--- config.mk ---
export PLATFORM = sky130hd
export DESIGN_NAME = lap3d_arith
export DESIGN_NICKNAME = d
export VERILOG_FILES = /design/src/hw/rtl/lap3d_pkg.sv /design/src/hw/rtl/lap3d_arith.sv
export SDC_FILE = /design/constraint.sdc
export NUM_CORES = 2
export LEC_CHECK = 0
export ABC_CLOCK_PERIOD_IN_PS = 22600
export BUFFER_PORTS_ARGS = -buffer_cell sky130_fd_sc_hd__buf_2
export CAP_MARGIN = 5
export CORE_MARGIN = 3
export CORE_UTILIZATION = 55
export DETAILED_ROUTE_END_ITERATION = 8
export PLACE_DENSITY = 0.74
export SYNTH_ARGS = -nofsm -noshare
export SYNTH_HDL_FRONTEND = slang
export SYNTH_SLANG_ARGS = --single-unit
--- constraint.sdc ---
create_clock -name aclk -period 22.6 [get_ports aclk]
set_input_delay 3.39 -clock aclk [delete_from_list [all_inputs] [get_ports aclk]]
set_output_delay 3.39 -clock aclk [all_outputs]
set_load 0.01 [all_outputs]
--- src/hw/rtl/lap3d_pkg.sv ---
// Shared constants, types and helpers for the 3-D seven-point Laplacian block.
package lap3d_pkg;

    localparam int MAX_X     = 64;
    localparam int MAX_Z     = 64;
    localparam int SAMPLE_W  = 32;

    localparam int X_W       = $clog2(MAX_X);
    localparam int Z_W       = $clog2(MAX_Z);
    localparam int DEPTH     = MAX_X * MAX_Z;
    localparam int ADDR_W    = $clog2(DEPTH);

    localparam int SIZE_W    = 7;
    localparam int CNT_W     = 16;
    localparam int P_W       = CNT_W + 1;
    localparam int INV_W     = 32;
    localparam int VALUE_W   = 48;
    localparam int FRAC_W    = 16;
    localparam int CFG_W     = 32;
    localparam int CFG_IDX_W = 3;

    // Six neighbors minus six times the center needs four guard bits
    localparam int SUM_W     = SAMPLE_W + 4;
    localparam int LO_W      = SUM_W / 2;
    localparam int HI_W      = SUM_W - LO_W;
    localparam int PLO_W     = LO_W + INV_W;
    localparam int PHI_W     = HI_W + INV_W + 1;
    localparam int PROD_W    = SUM_W + INV_W + 1;

    typedef enum logic [CFG_IDX_W-1:0] {
        CFG_X_SIZE,
        CFG_Z_SIZE,
        CFG_PLANE_COUNT,
        CFG_LOWER_GHOST,
        CFG_UPPER_GHOST,
        CFG_INV_H_SQ
    } cfg_idx_t;

    typedef logic [SAMPLE_W-1:0] sample_t;
    typedef logic [ADDR_W-1:0]   addr_t;

    // Per-transaction information handed from the sequencer to the datapath
    typedef struct packed {
        logic    emit;
        logic    zero;
        logic    last;
        logic    par;
        sample_t sample;
    } item_t;

    // Plane buffer access for one transaction
    typedef struct packed {
        logic  re;
        logic  we_a;
        logic  we_b;
        addr_t slot;
        addr_t dn;
        addr_t up;
        addr_t nxt;
    } mem_ctl_t;

    function automatic logic signed [SUM_W-1:0] sext_sum(input sample_t v);
        return {{(SUM_W-SAMPLE_W){v[SAMPLE_W-1]}}, v};
    endfunction

endpackage

--- src/hw/rtl/lap3d_arith.sv ---
// Stencil sum, split scaling multiply, rounding and saturation pipeline.
module lap3d_arith import lap3d_pkg::*; (
    input  logic               aclk,
    input  logic               aresetn,
    input  logic               en,
    input  logic               fire,
    input  item_t              item,
    input  logic [INV_W-1:0]   inv_h,
    input  sample_t            a0_rd0,
    input  sample_t            a0_rd1,
    input  sample_t            a1_rd0,
    input  sample_t            a1_rd1,
    input  sample_t            b0_rd0,
    input  sample_t            b0_rd1,
    input  sample_t            b1_rd0,
    input  sample_t            b1_rd1,
    output logic               out_valid,
    output logic [VALUE_W-1:0] out_value,
    output logic               out_sat,
    output logic               out_last
);

    // Stage 1: registered item while buffer reads complete
    logic    v1_reg, zero1_reg, last1_reg, par1_reg;
    sample_t s1_reg;
    sample_t t0_reg, t1_reg;

    logic                     v2_reg, last2_reg;
    logic signed [SUM_W-1:0]  sum_reg, sum_next;

    logic                     v3_reg, last3_reg;
    logic [PLO_W-1:0]         plo_reg, plo_next;
    logic signed [PHI_W-1:0]  phi_reg, phi_next;

    logic                     v4_reg, sat4_reg, last4_reg;
    logic [VALUE_W-1:0]       val4_reg, val_next;
    logic                     sat_next;

    sample_t oth_dn, oth_up, oth_nxt, cur_lo;
    logic signed [PROD_W-1:0] prod, phe, ploe;

    localparam logic signed [PROD_W-1:0] ROUND_C = PROD_W'(1) <<< (FRAC_W - 1);

    always_ff @(posedge aclk) begin
        if (!aresetn) begin
            v1_reg <= 1'b0;
            v2_reg <= 1'b0;
            v3_reg <= 1'b0;
            v4_reg <= 1'b0;
        end else if (en) begin
            v1_reg <= fire && item.emit;
            v2_reg <= v1_reg;
            v3_reg <= v2_reg;
            v4_reg <= v3_reg;
        end
    end

    // Shift the x taps from the previous look-ahead read
    always_ff @(posedge aclk) begin
        if (fire) begin
            t0_reg    <= t1_reg;
            t1_reg    <= par1_reg ? a1_rd0 : b1_rd0;
            par1_reg  <= item.par;
            zero1_reg <= item.zero;
            last1_reg <= item.last;
            s1_reg    <= item.sample;
        end
    end

    // Odd planes sit in buffer b, so the previous plane is in a
    always_comb begin
        oth_dn  = par1_reg ? a0_rd0 : b0_rd0;
        oth_up  = par1_reg ? a0_rd1 : b0_rd1;
        oth_nxt = par1_reg ? a1_rd0 : b1_rd0;
        cur_lo  = par1_reg ? b1_rd1 : a1_rd1;
    end

    always_comb begin
        logic signed [SUM_W-1:0] c;
        c = sext_sum(t1_reg);
        sum_next = sext_sum(oth_dn) + sext_sum(oth_up) + sext_sum(t0_reg)
                 + sext_sum(oth_nxt) + sext_sum(cur_lo) + sext_sum(s1_reg)
                 - ((c <<< 2) + (c <<< 1));
        if (zero1_reg) sum_next = '0;
    end

    // Split the scaling product into two narrow multiplies
    always_comb begin
        plo_next = PLO_W'(sum_reg[LO_W-1:0]) * PLO_W'(inv_h);
        phi_next = $signed(sum_reg[SUM_W-1:LO_W]) * $signed({1'b0, inv_h});
    end

    // Recombine, round half up and clip to the result width
    always_comb begin
        phe  = PROD_W'(phi_reg);
        ploe = $signed({{(PROD_W-PLO_W){1'b0}}, plo_reg});
        prod = (phe <<< LO_W) + ploe + ROUND_C;
        if ((prod[PROD_W-1:FRAC_W+VALUE_W-1] == '0)
            || (prod[PROD_W-1:FRAC_W+VALUE_W-1] == '1)) begin
            val_next = prod[FRAC_W+VALUE_W-1:FRAC_W];
            sat_next = 1'b0;
        end else begin
            val_next = prod[PROD_W-1] ? {1'b1, {(VALUE_W-1){1'b0}}}
                                      : {1'b0, {(VALUE_W-1){1'b1}}};
            sat_next = 1'b1;
        end
    end

    always_ff @(posedge aclk) begin
        if (en) begin
            sum_reg   <= sum_next;
            last2_reg <= last1_reg;
            plo_reg   <= plo_next;
            phi_reg   <= phi_next;
            last3_reg <= last2_reg;
            val4_reg  <= val_next;
            sat4_reg  <= sat_next;
            last4_reg <= last3_reg;
        end
    end

    assign out_valid = v4_reg;
    assign out_value = val4_reg;
    assign out_sat   = sat4_reg;
    assign out_last  = last4_reg;

endmodule

==> results.cfg <==
[clocking]
cts_tree = done
ctsHtreeMaxLevel = 2
cts_buffers = 37
cts_setup_buffers = 0
cts_sinks = 277
clk_latency_ns = 0.60
cts.repair.resized = 0
ctsHoldBuffers = 0
clockRootBuffer = clkbuf_16
path_clk_slew_ns = 0.06
clock_path_buffers = 3

[global_routing]
grt_pass1_vias = 43279
gr-max-usage-layer = met2
grt_util_met2_pct = 47.8
grt_pass1_wl_um = 223000
antenna_found_initial = 18
gr-usage-all-layers_pct = 27.6
met3_usage_pct = 4.28
grt_max_degree = 129
grt_use_met1_pct = 33.8
grt-ovfl-total = 0

[drt]
vias_per_cell = 5.44
wirelength_um = 136000
drt_pass1_iterations = 6
drc = 0
dr_total_vias = 39289
ant_nets = 0
wl_per_cell_um = 18.8
drtIter0Drc = 2379

[finish]
layout_common_cells = inv_1 (1,409), fa_1 (1,156), nand2_1 (751)
largest_reg_flops = 51
fin_nets = 7732
layout_commonest_cell = inv_1
area_growth_pct = 7.46
drive_gt1_share_pct = 8.78

[flow_run]
cap_violations = 0

[floorplanning]
std_cell_rows = 115
initial_core_util_pct = 55.6
dieArea_um2 = 104000
die_h_um = 322
die_w_um = 322
top_level_ports = 379
core_area_um2 = 98700

[sta]
setup_viol = 0
slew_headroom_pct = 21.9
fin_crit_ns = 10.44
worst_pin_slew_ns = 1.17
rsz0062_at_grt = no
finalSetupTns_ns = 0
fmax_ghz = 0.0958
slew_violations = 0
skew_ns = 0.0354
post-route-period-util_pct = 46.2
finalHoldViolCount = 0

[status]
status = complete, no violations

[yosys]
yosysWarnings = 0
synthCells = 5696
ys_dominant_reg_cell = edfxtp_1
ys_ff_latch = 277
synth_edf_count = 273
postSynthAreaPerCell_um2 = 9.64
synth_nets = 7531
ys_seq_area_share_pct = 15.1
synth_cell_types = 82
netlist_area_um2 = 54900
async_flop_share_pct = 0

[worst_setup_path]
endpoint_kind = register
worstPathArrival_ns = 10.90
worstSetupPathType = input port to register
startpoint_type = input port
cp_max_fo = 36
required_ns = 23.06

[hold_path]
min_path_type = register to register

[placement]
io_buffers = 378
routabilityCongestion = 0.926
dp_hpwl_um = 106000
[through the flow]
stage	instance area, µm²	setup WS (ns)	instances	hold WS [ns]	utilization [%]
after floorplan	54900	12.95	5696	0.400	-
after global placement	57800	11.90	7145	0.402	58.5
after detailed placement	57800	11.82	7145	0.407	58.5
after CTS	59000	12.44	7212	0.420	59.7
after global routing	59000	11.86	7214	0.437	59.7
final	59000	12.16	7221	0.419	59.8
[layout make-up]
type | count | area (µm²)
antenna | 9 | 22.5
clock buffer | 40 | 958
clock inverter | 27 | 240
fill | 8306 | 39700
inverter | 1409 | 5290
multi-input combinational | 3743 | 40300
sequential | 277 | 8280
tap | 1287 | 1610
timing repair buffer | 429 | 2300
[cell families (layout without fill, tap and decap cells)]
family | Yosys count | after routing | share of synthesized area [%]
DFF | 277 | 277 | 15.1
buffers and inverters | 1676 | 1905 | 11.5
and+or+nand+nor | 1500 | 1500 | 13.1
xor gates and xnor gates | 154 | 154 | 2.47
other | 0 | 9 | 0
adders and majority gates | 1507 | 1507 | 50.2
muxes | 133 | 133 | 2.43
AOI/OAI and AO/OA | 449 | 449 | 5.26
[synth_stat cells (all sizes together), types with 28 or more instances]
library cell | instances | share of area, %
a21oi | 130 | 1.2
clkbuf | 239 | 1.6
and2 | 442 | 5.0
buf | 28 | 0.25
fa | 1156 | 42
xnor2 | 99 | 1.6
nand2b | 30 | 0.34
nand2 | 752 | 5.1
xor2 | 55 | 0.88
mux2i | 129 | 2.4
o21ai | 107 | 1.0
nor2 | 133 | 0.92
a21o | 78 | 1.1
ha | 351 | 8.0
edfxtp | 273 | 15
inv | 1409 | 9.6
[path summary, 6_finish.rpt]
path	from	to	slack, ns	cells past startpoint
worst max-delay path	inv_h[11]	plo_reg[46]$_DFFE_PP_	12.16	24
worst min-delay path	last2_reg$_DFFE_PP_	last3_reg$_DFFE_PP_	0.42	0
worst max register to register	sum_reg[35]$_SDFFCE_PP0P_	phi_reg[50]$_DFFE_PP_	14.65	23
worst min register to register	last2_reg$_DFFE_PP_	last3_reg$_DFFE_PP_	0.42	0
[critical path, stage by stage]
cell and delay, ns:
buf_2 0.61, nand2_1 0.18, fa_1 0.54, fa_1 0.52
fa_1 0.51, inv_1 0.05, fa_1 0.49, fa_1 0.49
inv_1 0.05, fa_1 0.48, inv_1 0.05, ha_1 0.34
nand2_1 0.07, o21ai_0 0.40, nor2b_1 0.23, a2111oi_2 0.07
buf_4 0.20, nor4b_1 0.89, o311a_1 0.42, inv_1 0.09
o21ai_1 0.24, a21oi_1 0.15, o221ai_1 0.18, o31a_1 0.18
[routing by layer]
metal  vias up  routed length [µm]
li1      17419                   -
met1     19940               51900
met2      1524               67100
met3       390                9620
met4        16                7380
met5         -                 103
Power is left out: the tool's default activity adds up to more than one toggle a clock period on the data nets, which glitch-free logic cannot reach.
