### src/hw/rtl/lap3d_pkg.sv
// Shared constants, types and helpers for the 3-D seven-point Laplacian block.
package lap3d_pkg;

    localparam int MAX_X     = 64;
    localparam int MAX_Z     = 64;
    localparam int SAMPLE_W  = 32;

    localparam int X_W       = $clog2(MAX_X);
    localparam int Z_W       = $clog2(MAX_Z);
    localparam int DEPTH     = MAX_X * MAX_Z;
    localparam int ADDR_W    = $clog2(DEPTH);

    localparam int SIZE_W    = 7;
    localparam int CNT_W     = 16;
    localparam int P_W       = CNT_W + 1;
    localparam int INV_W     = 32;
    localparam int VALUE_W   = 48;
    localparam int FRAC_W    = 16;
    localparam int CFG_W     = 32;
    localparam int CFG_IDX_W = 3;

    // Six neighbors minus six times the center needs four guard bits
    localparam int SUM_W     = SAMPLE_W + 4;
    localparam int LO_W      = SUM_W / 2;
    localparam int HI_W      = SUM_W - LO_W;
    localparam int PLO_W     = LO_W + INV_W;
    localparam int PHI_W     = HI_W + INV_W + 1;
    localparam int PROD_W    = SUM_W + INV_W + 1;

    typedef enum logic [CFG_IDX_W-1:0] {
        CFG_X_SIZE,
        CFG_Z_SIZE,
        CFG_PLANE_COUNT,
        CFG_LOWER_GHOST,
        CFG_UPPER_GHOST,
        CFG_INV_H_SQ
    } cfg_idx_t;

    typedef logic [SAMPLE_W-1:0] sample_t;
    typedef logic [ADDR_W-1:0]   addr_t;

    // Per-transaction information handed from the sequencer to the datapath
    typedef struct packed {
        logic    emit;
        logic    zero;
        logic    last;
        logic    par;
        sample_t sample;
    } item_t;

    // Plane buffer access for one transaction
    typedef struct packed {
        logic  re;
        logic  we_a;
        logic  we_b;
        addr_t slot;
        addr_t dn;
        addr_t up;
        addr_t nxt;
    } mem_ctl_t;

    function automatic logic signed [SUM_W-1:0] sext_sum(input sample_t v);
        return {{(SUM_W-SAMPLE_W){v[SAMPLE_W-1]}}, v};
    endfunction

endpackage

### src/hw/rtl/lap3d_ctrl.sv
// Configuration registers, slab position tracking and plane buffer addressing.
module lap3d_ctrl import lap3d_pkg::*; (
    input  logic                 aclk,
    input  logic                 aresetn,
    input  logic                 cfg_wr_en,
    input  logic [CFG_IDX_W-1:0] cfg_addr,
    input  logic [CFG_W-1:0]     cfg_wr_data,
    input  logic                 acc,
    input  logic                 op,
    input  sample_t              sample,
    output logic                 fire,
    output item_t                item,
    output mem_ctl_t             mem_ctl,
    output logic [INV_W-1:0]     inv_h
);

    logic [SIZE_W-1:0] x_size_reg;
    logic [SIZE_W-1:0] z_size_reg;
    logic [CNT_W-1:0]  cnt_reg;
    logic              lo_reg;
    logic              up_reg;
    logic [INV_W-1:0]  inv_reg;

    logic [X_W-1:0] x_reg, x_next;
    logic [Z_W-1:0] z_reg, z_next;
    logic [P_W-1:0] p_reg, p_next;

    logic [SIZE_W-1:0] nx, nz;
    logic [X_W-1:0]    x_end;
    logic [Z_W-1:0]    z_end;
    logic [CNT_W-1:0]  cnt;
    logic [P_W-1:0]    total, first_p, last_p;
    logic              drain, emit, zero, last, cfg_hit;

    // Clamp sizes to the supported range
    always_comb begin
        nx = x_size_reg;
        if (x_size_reg < SIZE_W'(3)) nx = SIZE_W'(3);
        else if (x_size_reg > SIZE_W'(MAX_X)) nx = SIZE_W'(MAX_X);
        nz = z_size_reg;
        if (z_size_reg < SIZE_W'(3)) nz = SIZE_W'(3);
        else if (z_size_reg > SIZE_W'(MAX_Z)) nz = SIZE_W'(MAX_Z);
        x_end   = X_W'(nx - SIZE_W'(1));
        z_end   = Z_W'(nz - SIZE_W'(1));
        cnt     = (cnt_reg == '0) ? CNT_W'(1) : cnt_reg;
        total   = P_W'(lo_reg) + P_W'(cnt) + P_W'(up_reg);
        first_p = P_W'(lo_reg) + P_W'(1);
        last_p  = P_W'(lo_reg) + P_W'(cnt);
    end

    // Classify the arriving transaction
    always_comb begin
        drain = p_reg >= total;
        emit  = (p_reg >= first_p) && (p_reg <= last_p);
        zero  = (x_reg == '0) || (x_reg == x_end) || (z_reg == '0) || (z_reg == z_end)
              || ((p_reg == first_p) && !lo_reg) || ((p_reg == last_p) && !up_reg);
        last  = emit && (p_reg == last_p) && (z_reg == z_end) && (x_reg == x_end);
        fire  = acc && (drain || !op);
    end

    // Advance the raster position
    always_comb begin
        x_next = x_reg;
        z_next = z_reg;
        p_next = p_reg;
        if (last) begin
            x_next = '0;
            z_next = '0;
            p_next = '0;
        end else if (x_reg == x_end) begin
            x_next = '0;
            if (z_reg == z_end) begin
                z_next = '0;
                p_next = p_reg + P_W'(1);
            end else begin
                z_next = z_reg + Z_W'(1);
            end
        end else begin
            x_next = x_reg + X_W'(1);
        end
    end

    always_comb begin
        case (cfg_idx_t'(cfg_addr))
            CFG_X_SIZE, CFG_Z_SIZE, CFG_PLANE_COUNT,
            CFG_LOWER_GHOST, CFG_UPPER_GHOST, CFG_INV_H_SQ: cfg_hit = cfg_wr_en;
            default: cfg_hit = 1'b0;
        endcase
    end

    // Configuration registers
    always_ff @(posedge aclk) begin
        if (!aresetn) begin
            x_size_reg <= SIZE_W'(64);
            z_size_reg <= SIZE_W'(64);
            cnt_reg    <= CNT_W'(1);
            lo_reg     <= 1'b0;
            up_reg     <= 1'b0;
            inv_reg    <= INV_W'(65536);
        end else if (cfg_wr_en) begin
            case (cfg_idx_t'(cfg_addr))
                CFG_X_SIZE:      x_size_reg <= cfg_wr_data[SIZE_W-1:0];
                CFG_Z_SIZE:      z_size_reg <= cfg_wr_data[SIZE_W-1:0];
                CFG_PLANE_COUNT: cnt_reg    <= cfg_wr_data[CNT_W-1:0];
                CFG_LOWER_GHOST: lo_reg     <= cfg_wr_data[0];
                CFG_UPPER_GHOST: up_reg     <= cfg_wr_data[0];
                CFG_INV_H_SQ:    inv_reg    <= cfg_wr_data[INV_W-1:0];
                default: ;
            endcase
        end
    end

    // Position registers; a register write restarts the slab
    always_ff @(posedge aclk) begin
        if (!aresetn || cfg_hit) begin
            x_reg <= '0;
            z_reg <= '0;
            p_reg <= '0;
        end else if (fire) begin
            x_reg <= x_next;
            z_reg <= z_next;
            p_reg <= p_next;
        end
    end

    // Buffer addresses: center row, rows above and below, next raster point
    always_comb begin
        addr_t row, nrow;
        row  = ADDR_W'(z_reg) * ADDR_W'(MAX_X);
        nrow = ADDR_W'(z_reg + Z_W'(1)) * ADDR_W'(MAX_X);
        mem_ctl.re   = fire;
        mem_ctl.we_a = fire && !drain && !p_reg[0];
        mem_ctl.we_b = fire && !drain && p_reg[0];
        mem_ctl.slot = row + ADDR_W'(x_reg);
        mem_ctl.dn   = ADDR_W'(z_reg - Z_W'(1)) * ADDR_W'(MAX_X) + ADDR_W'(x_reg);
        mem_ctl.up   = nrow + ADDR_W'(x_reg);
        mem_ctl.nxt  = (x_reg == x_end) ? nrow : row + ADDR_W'(x_reg + X_W'(1));
    end

    assign item.emit   = emit;
    assign item.zero   = zero;
    assign item.last   = last;
    assign item.par    = p_reg[0];
    assign item.sample = sample;
    assign inv_h       = inv_reg;

endmodule

### config.mk
export PLATFORM = sky130hd
export DESIGN_NAME = lap3d_ctrl
export DESIGN_NICKNAME = d
export VERILOG_FILES = /design/src/hw/rtl/lap3d_pkg.sv /design/src/hw/rtl/lap3d_ctrl.sv
export SDC_FILE = /design/constraint.sdc
export NUM_CORES = 1
export LEC_CHECK = 0
export BUFFER_PORTS_ARGS = -buffer_cell sky130_fd_sc_hd__buf_4
export CORE_UTILIZATION = 40
export CTS_CLUSTER_SIZE = 8
export DETAILED_ROUTE_END_ITERATION = 12
export PLACE_DENSITY = 0.73
export SLEW_MARGIN = 20
export SYNTH_ARGS = -nofsm -noshare
export SYNTH_HDL_FRONTEND = slang
export SYNTH_SLANG_ARGS = --single-unit
### constraint.sdc
create_clock -name aclk -period 8.6 [get_ports aclk]
set_input_delay 2.15 -clock aclk [delete_from_list [all_inputs] [get_ports aclk]]
set_output_delay 2.15 -clock aclk [all_outputs]
set_load 0.02 [all_outputs]
==> impl_metrics.yaml, run 1 <==
place:
  routabilityCongestion: 0.8265
  portBuffers: 127
  place_hpwl_um: 12220
  dp_cells: 1098
  pre_cts_slack_ns: 1.120
min_path:
  hold_start: "inv_h[17]"
  hold_class: "register to register"
  holdPathStages: 2
clocking:
  htreeDepth: 3
  clk_path_buf_depth: 2
  cts_buffers: 9
  post-cts-setup-buffer-count: 0
  clkLatencyLatePin_ns: 0.35
  clk_root_buffer_cell: "clkbuf_16"
  hold_buffers: 0
  cts_resized: 0
  clock_sinks: 93
  cts_tree: "done"
  path_clk_slew_ns: 0.07
sta:
  whs_ns: 0.4643
  finClkSkew_ns: 0.007537
  fmax_ghz: 0.1272
  rsz0062_at_grt: "no"
  worstMarginPinSlew_ns: 0.8948
  finalMaxSlewViolations: 0
  worst_slack_ns: 0.7372
  setup_violations: 0
  fin_crit_ns: 7.863
  fin_setup_tns_ns: 0
  finalCritPeriodShare_pct: 91.43
  hold_viol: 0
  slew_headroom_pct: 40.13
synthesis:
  ys_seq_area_share_pct: 27.75
  syn-cell-area_um2: 6709
  synthesis.instances: 849
  yosysWarnings: 0
  synthArstFlopShare_pct: 0
  ys_seq_elements: 93
  synth.distinct_cells: 60
  ys.flop_type: "dfxtp_1"
  synth_edf_count: 0
  syn-num-nets: 968
  synth_top_area_share_pct: 27.75
  yosysTopAreaCell: "dfxtp_1"
  netlist_top_cells_area: "dfxtp_1 (28%), ha_1 (8.8%), nand2_1 (7.8%)"
  avgSynthCellArea_um2: 7.902
setup_path:
  slowest_delay_ns: 0.60
  criticalPathCategory: "register to output pin"
  crit_start: "cnt_reg[8]"
  cp_max_fo: 7
  reg2reg_depth: 20
  cpMostUsedCell: "ha_1"
  path_cells: "nor4_1, a41o_1, ha_1, ha_1, xor2_1, and3_1, or3b_2, nor3_1, nand4_1, nor2_1, xor2_1, ha_1, and3_1, a221o_1, a21o_1, o41ai_2, inv_2, buf_4"
  required_ns: 6.45
  cp.arrival_ns: 5.71
  reg2reg_from: "cnt_reg[8]"
  start_kind: "register"
  worstSetupEndpointType: "output pin"
  cpMaxStageDelayCell: "o41ai_2"
die:
  rows: 46
  dieWidth_um: 131.5
  fp.coreArea_um2: 16120
  die_area_um2: 17290
  ioPinCount: 192
  start_util_pct: 41.63
  die_h_um: 131.5
drt:
  wl_um: 16290
  vias: 5950
  firstDrtPassIters: 4
  drc_errors: 0
  ant_nets: 0
  drt_iter0_drc: 419
  via_per_inst: 5.341
  post_drt_wl_per_cell_um: 14.62
layout:
  num-nets-final: 1012
  most-common-layout-cells: "nand2_1 (139), buf_4 (130), dfxtp_1 (93)"
  stdcell_count: 1114
  antenna_cells: 0
  area_delta_synth_final_pct: 14.53
  largest_reg_flops: 32
  drive_above_1_share_pct: 18.49
  final_common_cell: "nand2_1"
status:
  outcome: "finished, final reports clean"
grt:
  antenna_found_initial: 0
  first_global_vias: 5370
  grt_max_degree: 67
  grt_overflow: 0
  grt_pass1_wl_um: 26630
  grt_usage_pct: 18.75
power_and_ir_drop:
  pwr_density_cell_nw_per_um2: 124.3
  ir_drop_mv: 0.1136
  total_power_mw: 0.9549
  leakage_nw: 2.998
flow_run:
  cap_violations: 0
final timing paths:
| check | to | slack (ns) |
|---|---|---|
| setup / recovery | fire | 0.74 |
| hold / removal | inv_h[17] | 0.46 |
| setup reg to reg | p_reg[6] | 2.26 |
| hold reg to reg | inv_h[17] | 0.46 |
cells in the mapped netlist, types with 4 or more instances:
library cell,instances
a311oi_1,4
and2_1,6
nand2b_1,10
o21ai_0,16
mux2i_1,16
nand4_1,15
nand2_1,139
xnor2_1,25
or2_2,7
nor4_1,15
or4_1,9
nor3_1,24
xor2_1,28
clkbuf_1,37
a211oi_1,4
inv_1,26
o31ai_1,7
nand3_1,31
and3_1,14
ha_1,47
o211ai_1,7
a31oi_1,6
nand3b_1,4
a21boi_0,46
buf_4,52
a21oi_1,30
or3_1,7
buf_2,6
nor2b_1,23
a21o_1,6
o41ai_2,4
and4_1,4
nor2_1,35
dfxtp_1,93
logic make-up after synthesis:
kind of cell | after synthesis | share of synthesized area [%]
flops | 93 | 27.75
fa+ha+maj | 47 | 8.765
xor+xnor | 53 | 6.919
buf+inv | 124 | 10.18
mux | 16 | 2.387
compound gates | 160 | 17.38
simple gates | 356 | 26.61
metrics by stage:
step / utilization, % / instance area [µm²]
2_1_floorplan: - / 6709
3_3_place_gp: 45.77 / 7376
3_5_place_dp: 45.77 / 7376
4_1_cts: 47.68 / 7684
5_1_grt: 47.68 / 7684
6_report: 47.68 / 7684
power breakdown:
part / total, mW / internal, mW / switching (mW)
logic: 0.0966 / 0.0425 / 0.0542
registers: 0.446 / 0.437 / 0.00855
clock network: 0.412 / 0.230 / 0.182
worst max-delay path, delay by kind of cell (launching register included):
kind            cells  cell delay, ns
fa+ha+maj           3            0.79
xor+xnor            2            0.46
buf+inv             2            0.35
simple gates        7            2.01
compound gates      4            1.37
flops               1            0.38
final cells by class:
type | instances | area (µm²)
clock inverter | 7 | 82.58
inverter | 27 | 101.3
timing repair buffer | 130 | 975.9
fill | 1605 | 8432
clock buffer | 9 | 225.2
multi-input combinational | 632 | 4167
tap | 216 | 270.3
sequential | 93 | 1862
per-layer routing:
metal / global-route usage (%) / vias up / routed length (µm)
li1: - / 3040 / -
met1: 25.37 / 2727 / 7846
met2: 28.31 / 166 / 7024
met3: 5.478 / 17 / 1150
met4: 6.072 / 0 / 269
met5: 0 / - / 0
Note: power is estimated with default switching activity, not from simulation.
==> run 2, diff against run 1 <==
- CORE_ASPECT_RATIO: unset -> 0.8
- MAX_ROUTING_LAYER: unset -> met4
==> run 2 against run 1 <==
  * Combinational power hardly changed
  * Die area about the same
  * Register-to-register slack got worse by 0.08 ns
  * Global-route usage rose by 1.0 points
  * Worst hold slack improved by 0.00052 ns
==> impl_metrics.yaml, run 2 (synthesis results as in run 1) <==
drt:
  drt_iter0_drc: 365
  via_per_inst: 5.461
  ant_nets: 0
  drc_errors: 0
  vias: 6067
  post_drt_wl_per_cell_um: 15.15
  wl_um: 16840
  firstDrtPassIters: 5
setup_path:
  reg2reg_from: "cnt_reg[8]"
  required_ns: 6.45
  path_depth: 18
  cp.arrival_ns: 5.82
  worstSetupEndpoint: "fire"
  cpMostUsedCell: "ha_1"
  r2r_setup_slack_ns: 2.18
  path_cells: "nor4_1, a41o_1, ha_1, ha_1, xor2_1, and3_1, or3b_2, nor3_1, nand4_1, nor2_1, xor2_1, ha_1, and3_1, a221o_1, a21o_1, o41ai_2, inv_2, buf_4"
  criticalPathCategory: "register to output pin"
  start_kind: "register"
  worstSetupEndpointType: "output pin"
  slowest_delay_ns: 0.60
  cpMaxStageDelayCell: "o41ai_2"
  reg2reg_to: "p_reg[3]"
  cp_max_fo: 7
  cp_top_family: "simple AND/OR/NAND/NOR gates"
  crit_start: "cnt_reg[8]"
  crit_buf_inv: 2
  reg2reg_depth: 20
power_and_ir_drop:
  pwr_density_cell_nw_per_um2: 129.0
  leakage_nw: 3.006
  ir_drop_mv: 0.1004
place:
  routabilityCongestion: 0.8839
  place_hpwl_um: 12450
  portBuffers: 127
  dpl_cell_area_um2: 7375
min_path:
  hold_class: "register to register"
layout:
  largest_reg_flops: 32
  final_area_um2: 7702
  drive_above_1_share_pct: 18.19
  antenna_cells: 0
  most-common-layout-cells: "nand2_1 (139), buf_4 (130), dfxtp_1 (93)"
  num-nets-final: 1012
  area_delta_synth_final_pct: 14.81
  final_common_cell: "nand2_1"
  post-route-util_pct: 47.97
sta:
  setup_violations: 0
  fin_crit_ns: 7.967
  worstMarginPinSlew_ns: 0.9612
  hold_viol: 0
  slew_headroom_pct: 35.68
  fmax_ghz: 0.1255
  finalCritPeriodShare_pct: 92.64
  fin_setup_tns_ns: 0
  whs_ns: 0.4648
  finClkSkew_ns: 0.005244
  rsz0062_at_grt: "no"
  finalMaxSlewViolations: 0
die:
  rows: 41
  fp.coreArea_um2: 16060
  die_h_um: 117.8
  die_area_um2: 17300
  dieWidth_um: 146.8
  ioPinCount: 192
  start_util_pct: 41.78
clocking:
  post-cts-setup-buffer-count: 0
  cts_tree: "done"
  hold_buffers: 0
  path_clk_slew_ns: 0.06
  htreeDepth: 3
  cts_resized: 0
  clkLatencyLatePin_ns: 0.35
  clock_sinks: 93
  clk_root_buffer_cell: "clkbuf_16"
  cts_buffers: 9
  clk_path_buf_depth: 2
grt:
  grt_usage_pct: 19.76
  grt_pass1_wl_um: 27280
  first_global_vias: 5354
  antenna_found_initial: 0
  grt_overflow: 0
  grt_max_degree: 67
status:
  outcome: "finished, final reports clean"
flow_run:
  cap_violations: 0
-- run 2: worst min-delay path by stage --
stage,start,end,slack (ns),cells past startpoint
2_1_floorplan,cnt_reg[0],cnt_reg[0],0.44,2
3_3_place_gp,inv_h[8],inv_h[8],0.45,2
3_5_place_dp,inv_h[8],inv_h[8],0.46,2
4_1_cts,inv_h[8],inv_h[8],0.47,2
5_1_grt,inv_h[9],inv_h[9],0.49,2
6_report,inv_h[10],inv_h[10],0.46,2
-- run 2: area by class of cell --
| cell class | instances | area, µm² |
|---|---|---|
| Fill cell | 1543 | 8354 |
| Multi-Input combinational cell | 632 | 4167 |
| Sequential cell | 93 | 1862 |
| Timing Repair Buffer | 130 | 975.9 |
| Tap cell | 215 | 269.0 |
| Clock buffer | 10 | 229.0 |
| Inverter | 27 | 101.3 |
| Clock inverter | 4 | 98.84 |
-- run 2: through the flow --
| stage | cells | power [mW] | setup slack (ns) |
|---|---|---|---|
| 4_1_cts | 1111 | 1.004 | 0.5911 |
| 5_1_grt | 1111 | 1.030 | 0.1514 |
| 3_5_place_dp | 1097 | 0.5527 | 1.000 |
| 2_1_floorplan | 849 | 0.5345 | 1.369 |
| 6_report | 1111 | 0.9933 | 0.6330 |
| 3_3_place_gp | 1097 | 0.5513 | 1.200 |
-- run 2: worst min-delay path, delay by kind of cell, from the launching register on --
family          cells  cell delay [ns]
simple gates        1             0.04
compound gates      1             0.06
flops               1             0.31
-- run 2: routing by layer --
layer	track usage, %	routed length (µm)	vias up
li1	-	-	3028
met1	26.31	7948	2831
met4	4.492	197	0
met5	-	0	-
met3	4.690	1000	22
met2	30.09	7689	186
-- run 2: report_power, final --
group	leakage, nW	switching, mW	internal (mW)	total, mW
combinational	2.10	0.0545	0.0424	0.0969
clock	0.159	0.169	0.282	0.450
sequential	0.752	0.00849	0.437	0.446
total	3.01	0.232	0.761	0.993
